==> src/rtl/terminal_line_editor_assert.svh <==
// Assertion macros for the terminal line editor.
// Each macro is clocked on clk and disabled while rst is high.
`ifndef TERMINAL_LINE_EDITOR_ASSERT_SVH
`define TERMINAL_LINE_EDITOR_ASSERT_SVH

// The consequent must hold in the same cycle as the antecedent.
`define TLE_ASSERT_SAME(label, ante, cons) \
  label: assert property (@(posedge clk) disable iff (rst) (ante) |-> (cons)) \
    else $error("terminal_line_editor: same-cycle check failed");

// The consequent must hold in the cycle after the antecedent.
`define TLE_ASSERT_NEXT(label, ante, cons) \
  label: assert property (@(posedge clk) disable iff (rst) (ante) |=> (cons)) \
    else $error("terminal_line_editor: next-cycle check failed");

`endif

==> src/rtl/tle_pkg.sv <==
package tle_pkg;

  typedef logic [7:0] byte_t;
  typedef logic [8:0] cap_t;

  // Largest line buffer supported, terminator included.
  localparam int unsigned MAX_LINE = 256;
  localparam int unsigned CAP_LIMIT = (MAX_LINE > 256) ? 256 : MAX_LINE;
  localparam cap_t CAP_MAX = cap_t'(CAP_LIMIT);
  localparam cap_t CAP_RESET = 9'd64;

  localparam byte_t CH_CR  = 8'h0D;
  localparam byte_t CH_LF  = 8'h0A;
  localparam byte_t CH_DEL = 8'h7F;
  localparam byte_t CH_BS  = 8'h08;
  localparam byte_t CH_SP  = 8'h20;
  localparam byte_t CH_NUL = 8'h00;

  // Buffer position kept for the terminator in a full line; characters are
  // stored only at positions below it.
  function automatic byte_t store_limit(input cap_t cap);
    cap_t c;
    c = cap;
    if (c > CAP_MAX) begin
      c = CAP_MAX;
    end
    if (c == 9'd0) begin
      c = 9'd1;
    end
    c = c - 9'd1;
    return c[7:0];
  endfunction

endpackage

==> src/rtl/terminal_line_editor.sv <==
// Channel  | Signals                          | Direction | Request moves
// ---------+----------------------------------+-----------+-----------------------------
// input    | in_valid, in_stall, rx_char      | in        | one received character
// output   | out_valid, out_stall, echo_*,    | out       | one echo/buffer-write result
//          | write_*, line_done, line_length, |           |
//          | last                             |           |
// config   | cfg_write, cfg_data              | in        | line_capacity, no wait
//
// A character produces one result per cycle unless out_stall holds the output: plain bytes
// give one result, line ends two and erases three, issued in turn by the result sequencer.
// An erase at position zero produces nothing and frees the slot without waiting on the output.
// A new character is taken in the cycle the previous one issues its last result.
// rst is synchronous and active high; it clears the cursor, the sequencer and
// the output register, and sets the capacity to 64.
// out_stall holds the output register and, through it, the sequencer.
`include "terminal_line_editor_assert.svh"

module terminal_line_editor (
  input  logic            clk,
  input  logic            rst,
  input  logic            cfg_write,
  input  tle_pkg::cap_t   cfg_data,
  input  logic            in_valid,
  output logic            in_stall,
  input  tle_pkg::byte_t  rx_char,
  output logic            out_valid,
  input  logic            out_stall,
  output logic            echo_valid,
  output tle_pkg::byte_t  echo_char,
  output logic            write_valid,
  output tle_pkg::byte_t  write_addr,
  output tle_pkg::byte_t  write_data,
  output logic            line_done,
  output tle_pkg::byte_t  line_length,
  output logic            last
);
  import tle_pkg::*;

  // Configuration and line state.
  cap_t  line_capacity;
  byte_t cursor_index;
  byte_t cursor_index_next;

  // The character being worked on and which of its results comes next.
  logic       held_full;
  byte_t      held_char;
  logic [1:0] held_step;

  byte_t limit;
  logic  is_eol;
  logic  is_erase;
  logic  can_store;
  logic  drop;
  logic  step_last;
  logic  out_free;
  logic  gen_fire;
  logic  held_done;
  logic  accept;
  byte_t eol_pos;

  // Fields of the result that the sequencer offers this cycle.
  byte_t echo_char_next;
  logic  write_valid_next;
  byte_t write_addr_next;
  byte_t write_data_next;
  logic  line_done_next;
  byte_t line_length_next;

  assign limit     = store_limit(line_capacity);
  assign is_eol    = held_char inside {CH_CR, CH_LF};
  assign is_erase  = held_char inside {CH_DEL, CH_BS};
  assign can_store = cursor_index < limit;
  // When the capacity was lowered below the cursor, the terminator and the
  // reported length saturate to the last legal position.
  assign eol_pos   = (cursor_index > limit) ? limit : cursor_index;

  // An erase at the start of the line is dropped without touching the output.
  assign drop      = held_full && is_erase && (cursor_index == CH_NUL);
  assign out_free  = !out_valid || !out_stall;
  assign gen_fire  = held_full && !drop && out_free;

  always_comb begin
    if (is_eol) begin
      step_last = held_step == 2'd1;
    end else if (is_erase) begin
      step_last = held_step == 2'd2;
    end else begin
      step_last = 1'b1;
    end
  end

  assign held_done = drop || (gen_fire && step_last);
  // The slot frees in the cycle its last result is issued, so the next
  // character can be taken at the same edge.
  assign in_stall  = held_full && !held_done;
  assign accept    = in_valid && !in_stall;

  // Result generation for the current step of the held character.
  always_comb begin
    echo_char_next   = held_char;
    write_valid_next = 1'b0;
    write_addr_next  = CH_NUL;
    write_data_next  = CH_NUL;
    line_done_next   = 1'b0;
    line_length_next = CH_NUL;
    if (is_eol) begin
      if (held_step == 2'd0) begin
        echo_char_next = CH_CR;
      end else begin
        // Second result: echo LF and write the terminator.
        echo_char_next   = CH_LF;
        write_valid_next = 1'b1;
        write_addr_next  = eol_pos;
        write_data_next  = CH_NUL;
        line_done_next   = 1'b1;
        line_length_next = eol_pos;
      end
    end else if (is_erase) begin
      // Erase on the terminal with BS, space, BS.
      echo_char_next = (held_step == 2'd1) ? CH_SP : CH_BS;
    end else if (can_store) begin
      write_valid_next = 1'b1;
      write_addr_next  = cursor_index;
      write_data_next  = held_char;
    end
  end

  // The cursor moves only when a character is finished, so every result of
  // that character sees the position it started with.
  always_comb begin
    cursor_index_next = cursor_index;
    if (held_done) begin
      if (is_eol) begin
        cursor_index_next = CH_NUL;
      end else if (is_erase) begin
        if (!drop) begin
          cursor_index_next = cursor_index - 8'd1;
        end
      end else if (can_store) begin
        cursor_index_next = cursor_index + 8'd1;
      end
    end
  end

  always_ff @(posedge clk) begin
    if (rst) begin
      line_capacity <= CAP_RESET;
      cursor_index  <= CH_NUL;
      held_full     <= 1'b0;
      held_step     <= 2'd0;
      out_valid     <= 1'b0;
    end else begin
      if (cfg_write) begin
        line_capacity <= cfg_data;
      end
      cursor_index <= cursor_index_next;
      if (accept) begin
        held_full <= 1'b1;
      end else if (held_done) begin
        held_full <= 1'b0;
      end
      if (held_done) begin
        held_step <= 2'd0;
      end else if (gen_fire) begin
        held_step <= held_step + 2'd1;
      end
      if (gen_fire) begin
        out_valid <= 1'b1;
      end else if (!out_stall) begin
        out_valid <= 1'b0;
      end
    end
  end

  always_ff @(posedge clk) begin
    if (accept) begin
      held_char <= rx_char;
    end
    if (gen_fire) begin
      echo_valid  <= 1'b1;
      echo_char   <= echo_char_next;
      write_valid <= write_valid_next;
      write_addr  <= write_addr_next;
      write_data  <= write_data_next;
      line_done   <= line_done_next;
      line_length <= line_length_next;
      last        <= step_last;
    end
  end

  // A result that is not the last of its character always has more behind it.
  `TLE_ASSERT_SAME(a_more_pending, out_valid && !last, held_full)
  // A finished line always carries its terminator write and closes the character.
  `TLE_ASSERT_SAME(a_done_has_term, out_valid && line_done,
    write_valid && write_data == CH_NUL && last && echo_char == CH_LF)
  // A finished line end leaves the cursor at the start of the line.
  `TLE_ASSERT_NEXT(a_eol_clears, held_done && is_eol, cursor_index == CH_NUL)
  // A dropped erase never reaches the output register.
  `TLE_ASSERT_SAME(a_drop_silent, drop, !gen_fire)

endmodule
==> config.mk <==
export PLATFORM = sky130hd
export DESIGN_NAME = terminal_line_editor
export DESIGN_NICKNAME = d
export VERILOG_FILES = /design/src/rtl/tle_pkg.sv /design/src/rtl/terminal_line_editor.sv
export VERILOG_INCLUDE_DIRS = /design/src /design/src/rtl
export SDC_FILE = /design/constraint.sdc
export NUM_CORES = 1
export LEC_CHECK = 0
export BUFFER_PORTS_ARGS = -buffer_cell sky130_fd_sc_hd__buf_2
export CORE_UTILIZATION = 56
export DETAILED_ROUTE_END_ITERATION = 6
export PLACE_DENSITY = 0.86
export SLEW_MARGIN = 10
export SYNTH_ARGS = -nofsm -noshare
export SYNTH_HDL_FRONTEND = slang
export SYNTH_SLANG_ARGS = --single-unit
==> constraint.sdc <==
create_clock -name clk -period 3.89 [get_ports clk]
set_clock_uncertainty 0.1 [all_clocks]
set_input_delay 0.778 -clock clk [delete_from_list [all_inputs] [get_ports clk]]
set_output_delay 0.778 -clock clk [all_outputs]
set_load 0.1 [all_outputs]
==> results.ini, run 1 <==
[timing]
final.setup.tns_ns = 0
max_freq_ghz = 0.277
report.final.slew_viol_count = 0
worst_slew_pin_slew_ns = 0.766
final_hold_viol_count = 0
finalCriticalPeriod_ns = 3.61
final_min_period_over_clock_period_pct = 92.8
unrepaired_setup_endpoints_after_global_routing = false
timing.slew.headroom_pct = 48.9
setup_violations_final = 0

[grt]
gr-total-overflow = 0
pin_count_of_the_biggest_net_entering_global_routing = 36
met3_routing_resource_usage_after_global_routing_pct = 5.29
top_usage_layer = met2
grt_pass1_wl_um = 11000
use_met1_pct = 29.5
grt_util_all_layers_pct = 23.5
first_global_vias = 2344
number_of_antenna_violations_at_the_first_check_in_global_routing = 0
met2_usage_pct = 39.6

[placed_design]
port_buffer_cells = 58
dp.final_hpwl_um = 4830
routabilityCongestion = 0.908

[clock_tree]
clock_root_buffer = sky130_fd_sc_hd__clkbuf_8
worst_skew_pair.late_latency_ns = 0.34
clk_transition_reported_paths_ns = 0.07
cts-root-to-sink-buffers = 2
htree_num_levels = 3
cts-resized-gates = 0
tritoncts_clock_tree = yes
clock_sink_count = 64
cts_setup_buffers = 0
cts_buffers = 9
cts_hold_buffers = 0

[synth]
avgSynthCellArea_um2 = 10.9
yosys_warnings = 0
edff_count_synth = 43
yosysSeqAreaShare_pct = 52.0
asyncSetResetFlopFracSynth_pct = 0
syn_inst = 302
syn_nets = 342
synth_cell_type_count = 56
synth_area_mm2 = 0.00329
synthFlopType = sky130_fd_sc_hd__edfxtp_1
postSynthRegisterBits = 64

[die]
floorplan.initialDensity_pct = 59.1
die_area_mm2 = 0.00619
die-height_um = 78.7
die_boundary_width_um = 78.7
floorplan.io_pins = 60
row_count = 27
coreArea_mm2 = 0.00557

[cells_and_area]
diodes = 0
finish.utilization_pct = 69.4
final_nets = 403
mostFrequentLayoutCell = sky130_fd_sc_hd__buf_2
final_layout_size_suffix_gt1_share_pct = 25.0
final.fill_count = 404
commonest_non_fill_non_tap_cells_in_the_layout = sky130_fd_sc_hd__buf_2, sky130_fd_sc_hd__edfxtp_1, sky130_fd_sc_hd__nor2_1, sky130_fd_sc_hd__dfxtp_1, sky130_fd_sc_hd__a21oi_1
area.growth.synth_to_final_pct = 17.4

[worst_setup_path]
critical_path.startpoint_type = flip-flop
worst_setup_path_end_kind = primary output
cp_data_arrival_time_ns = 2.73
worstPathRequired_ns = 3.01
timing_worst_setup_path_type = flip-flop to primary output
path_max_fanout = 7

[drt]
post_route_ant_nets = 0
drt_pre_antenna_iters = 5
drcViolationCount = 0
drt_wl_total_um = 6870
vias_per_cell = 5.95
via_total_after_detailed_routing = 2620
drt-initial-drc-count = 225
route.detailed.wl_per_inst_um = 15.6

[min_path]
hold_path_class = flip-flop to flip-flop

[run_status]
outcome = finished, final reports clean

[run]
drv_cap = 0

[power_and_ir_drop]
power_per_cell_area_mw_per_mm2 = 432
worst_ir_drop_vdd_v = 0.000413
leakagePower_nw = 1.51

## metrics by stage
stage / worst slack [ns] / instance area, µm² / cells / hold slack, ns / power [mW]
final: 0.280 / 3870 / 440 / 0.386 / 1.67
after global routing: 0.0392 / 3870 / 440 / 0.419 / 1.72
after CTS: 0.0529 / 3860 / 440 / 0.385 / 1.67
after detailed placement: 0.0875 / 3640 / 424 / 0.374 / 1.06
after global placement: 0.288 / 3640 / 424 / 0.364 / 1.05
after floorplan: 0.363 / 3290 / 302 / 0.347 / 1.00
## flip-flops by register name, indices dropped and copies added, names as in the netlist
name           cells
held_step          2
line_done          1
echo_char          8
last               1
line_length        8
held_char          8
write_data         8
line_capacity      9
out_valid          1
write_addr         8
write_valid        1
cursor_index       8
held_full          1
## logic make-up (layout without fill, tap and decap cells)
logic type	after synthesis	in the layout	synth area share, %
and+or+nand+nor	101	101	17.0
AOI/OAI and AO/OA	77	77	16.0
DFF	64	64	52.0
buffers and inverters	27	93	3.87
adders and majority gates	18	18	7.06
muxes	8	8	2.43
xor gates and xnor gates	6	6	1.60
other	1	1	0.114
## report_power, final
| group | total (mW) | internal, mW | switching [mW] |
|---|---|---|---|
| Sequential | 0.779 | 0.758 | 0.0217 |
| Combinational | 0.263 | 0.0616 | 0.201 |
| Clock | 0.627 | 0.362 | 0.265 |
| Total | 1.67 | 1.18 | 0.488 |
## worst max-delay path, cell delays in order (launching register included)
cell and delay, ns:
sky130_fd_sc_hd__edfxtp_1 0.45, sky130_fd_sc_hd__or4b_4 0.61, sky130_fd_sc_hd__nor3_4 0.22, sky130_fd_sc_hd__nor2_1 0.19, sky130_fd_sc_hd__o21a_1 0.26, sky130_fd_sc_hd__a21o_1 0.20, sky130_fd_sc_hd__inv_1 0.05, sky130_fd_sc_hd__buf_2 0.41
## cell usage after synthesis (all sizes together), types with 3 or more instances
library cell   n  share of area (%)
or3            4               0.76
nand3          4               0.61
nor2          29                3.3
and2          11                2.2
a21o           3               0.72
nand2b         4               0.76
o22ai          6                1.1
edfxtp        43                 39
clkbuf         8                1.0
a21oi         21                3.2
ha            17                6.5
inv           15                1.7
xor2           4                1.1
mux2i          8                2.4
o21ai         14                2.1
or4            7                1.6
a211oi        15                3.8
nor3           5                1.3
buf            4                1.1
nand2         16                1.8
nor2b          4               0.76
dfxtp         21                 13
nand4          4               0.76
## layer usage
layer | routed length [µm] | part of all wire (%)
met5 | 0 | 0
met1 | 2980 | 43
met3 | 378 | 5.5
met2 | 3430 | 50
met4 | 90 | 1.3
## final timing paths
check	startpoint	endpoint	slack [ns]	cells past startpoint
max reg2reg	line_capacity[3]	write_addr[5]	0.29	9
max	held_char[5]	in_stall	0.28	7
min reg2reg	held_step[1]	held_step[1]	0.39	2
min	held_step[1]	held_step[1]	0.39	2
## layout make-up
type / instances / area (µm²) / share of cell area, %
timing repair buffer: 62 / 320 / 8.28
clock inverter: 7 / 93.8 / 2.43
clock buffer: 9 / 124 / 3.20
multi-input combinational: 211 / 1470 / 38.0
tap: 72 / 90.1 / 2.33
inverter: 15 / 56.3 / 1.46
sequential: 64 / 1710 / 44.3
No activity file was read; power rests on OpenSTA's default activity.
==> run 2, diff against run 1 <==
--- a/config.mk
+++ b/config.mk
@@ -9,6 +9,7 @@
 export BUFFER_PORTS_ARGS = -buffer_cell sky130_fd_sc_hd__buf_2
 export CORE_UTILIZATION = 56
 export DETAILED_ROUTE_END_ITERATION = 6
+export GPL_TIMING_DRIVEN = 0
 export PLACE_DENSITY = 0.86
 export SLEW_MARGIN = 10
 export SYNTH_ARGS = -nofsm -noshare
==> run 2 against run 1 <==
Against the previous run: critical path depth rose by 4; non-clock buffer count up 8; power up 4.5%; register-to-register slack worse by 0.08 ns; critical path type is now flip-flop to flip-flop.
==> results.ini, run 2 (synthesis results as in run 1) <==
[cells_and_area]
post-route-cell-area_mm2 = 0.00396
finalNonFillerCells = 448
largest_register_ffs = 9
diodes = 0
final_nets = 411
multiInputGateArea_mm2 = 0.00148
mostFrequentLayoutCell = sky130_fd_sc_hd__buf_2
max_flop_register = line_capacity
seq_area_mm2 = 0.00171
final_layout_size_suffix_gt1_share_pct = 25.0
area.growth.synth_to_final_pct = 20.3
commonest_non_fill_non_tap_cells_in_the_layout = sky130_fd_sc_hd__buf_2, sky130_fd_sc_hd__edfxtp_1, sky130_fd_sc_hd__nor2_1, sky130_fd_sc_hd__dfxtp_1, sky130_fd_sc_hd__a21oi_1
final.fill_count = 385
finish.utilization_pct = 71.1

[timing]
final_min_period_over_clock_period_pct = 94.6
final_hold_viol_count = 0
max_freq_ghz = 0.272
worst_slew_pin_slew_ns = 0.715
postLayoutSetupSlackWorst_ns = 0.210
finalCriticalPeriod_ns = 3.68
timing.slew.headroom_pct = 51.9
unrepaired_setup_endpoints_after_global_routing = false
report.final.slew_viol_count = 0
setup_violations_final = 0

[clock_tree]
clk_transition_reported_paths_ns = 0.07
cts-root-to-sink-buffers = 2
tritoncts_clock_tree = yes
htree_num_levels = 3
clock_sink_count = 64
clock_root_buffer = sky130_fd_sc_hd__clkbuf_8
cts_setup_buffers = 0
cts_buffers = 9
worst_skew_pair.late_latency_ns = 0.34
cts_hold_buffers = 0

[grt]
number_of_antenna_violations_at_the_first_check_in_global_routing = 0
grt_util_all_layers_pct = 23.4
first_global_vias = 2421
gr-total-overflow = 0
pin_count_of_the_biggest_net_entering_global_routing = 23
grt_pass1_wl_um = 11000

[drt]
post_route_ant_nets = 0
drt-initial-drc-count = 200
route.detailed.wl_per_inst_um = 15.3
via_total_after_detailed_routing = 2590
drt_pre_antenna_iters = 4
drt_wl_total_um = 6860
vias_per_cell = 5.78
drcViolationCount = 0

[run_status]
outcome = finished, final reports clean

[die]
row_count = 27
die_area_mm2 = 0.00619
die_boundary_width_um = 78.7
floorplan.initialDensity_pct = 59.1
die-height_um = 78.7
coreArea_mm2 = 0.00557
floorplan.io_pins = 60

[placed_design]
pre_cts_slack_ns = 0.000967
dp.final_hpwl_um = 4790
place.detailed.instances = 432
port_buffer_cells = 57
routabilityCongestion = 0.862
dpl-instance-area_mm2 = 0.00371

[worst_setup_path]
regToRegSetupSlack_ns = 0.21
worstPathRequired_ns = 3.95
cp_num_buf_inv = 1
timing_worst_setup_path_type = flip-flop to flip-flop
cpMostUsedCell = sky130_fd_sc_hd__nand2_1
worst_setup_path_end_kind = flip-flop
critical_path.startpoint_type = flip-flop
crit_chain = or4_1 -> or3_1 -> a211oi_1 -> ha_1 -> a21oi_1 -> nand2_1 -> a21oi_4 -> and3_2 -> clkbuf_1 -> nand2_1 -> o21ai_0
worst_path_largest_cell_delay_ns = 0.60
cp_data_arrival_time_ns = 3.74
path_max_fanout = 10
slowest_stage = sky130_fd_sc_hd__or4_1
cp_top_family = simple AND/OR/NAND/NOR gates

[run]
drv_cap = 0

[power_and_ir_drop]
leakagePower_nw = 1.55
worst_ir_drop_vdd_v = 0.000380
power_per_cell_area_mw_per_mm2 = 440

[min_path]
hold_path_class = flip-flop to flip-flop

-- run 2: final cells by class --
| cell class | instances | share of cell area, % |
|---|---|---|
| Clock buffer | 9 | 3.13 |
| Timing Repair Buffer | 58 | 7.89 |
| Inverter | 15 | 1.42 |
| Tap cell | 72 | 2.27 |
| Buffer | 12 | 1.83 |
| Clock inverter | 7 | 3.00 |
| Sequential cell | 64 | 43.2 |
| Multi-Input combinational cell | 211 | 37.3 |
-- run 2: worst min-delay path: stages (launching register included) --
cell and delay (ns):
sky130_fd_sc_hd__dfxtp_1 0.33, sky130_fd_sc_hd__nand2_1 0.06, sky130_fd_sc_hd__a21oi_1 0.05
-- run 2: final timing paths --
path / startpoint / endpoint / cells after the start
worst max-delay path: line_capacity[3] / write_addr[7] / 11
worst min-delay path: held_step[0] / held_step[0] / 2
worst max register to register: line_capacity[3] / write_addr[7] / 11
worst min register to register: held_step[0] / held_step[0] / 2
-- run 2: stage by stage --
stage | hold WS (ns) | total power [mW] | setup TNS, ns
finish | 0.384 | 1.74 | 0
global route | 0.402 | 1.79 | 0
CTS | 0.386 | 1.74 | 0
detailed placement | 0.376 | 1.06 | 0
global placement | 0.363 | 1.05 | -14.04
floorplan | 0.347 | 1.00 | 0
-- run 2: power by group --
part           total (mW)  internal (mW)  leakage, nW  switching (mW)
combinational       0.271         0.0669        0.856           0.204
clock               0.695          0.427        0.117           0.269
sequential          0.778          0.758        0.578          0.0207
total                1.74           1.25         1.55           0.493
-- run 2: what timing repair did --
item	4_1_cts	5_1_grt
endpoints found under the setup margin	7	7
cloned	0	0
resized for setup	1	3
-- run 2: routing by layer --
layer	up-vias	GRT usage (%)	wire (µm)
met5	-	0	0
met4	0	12.2	193
met3	14	5.40	367
met2	84	37.9	3380
met1	1231	29.2	2920
li1	1261	-	-
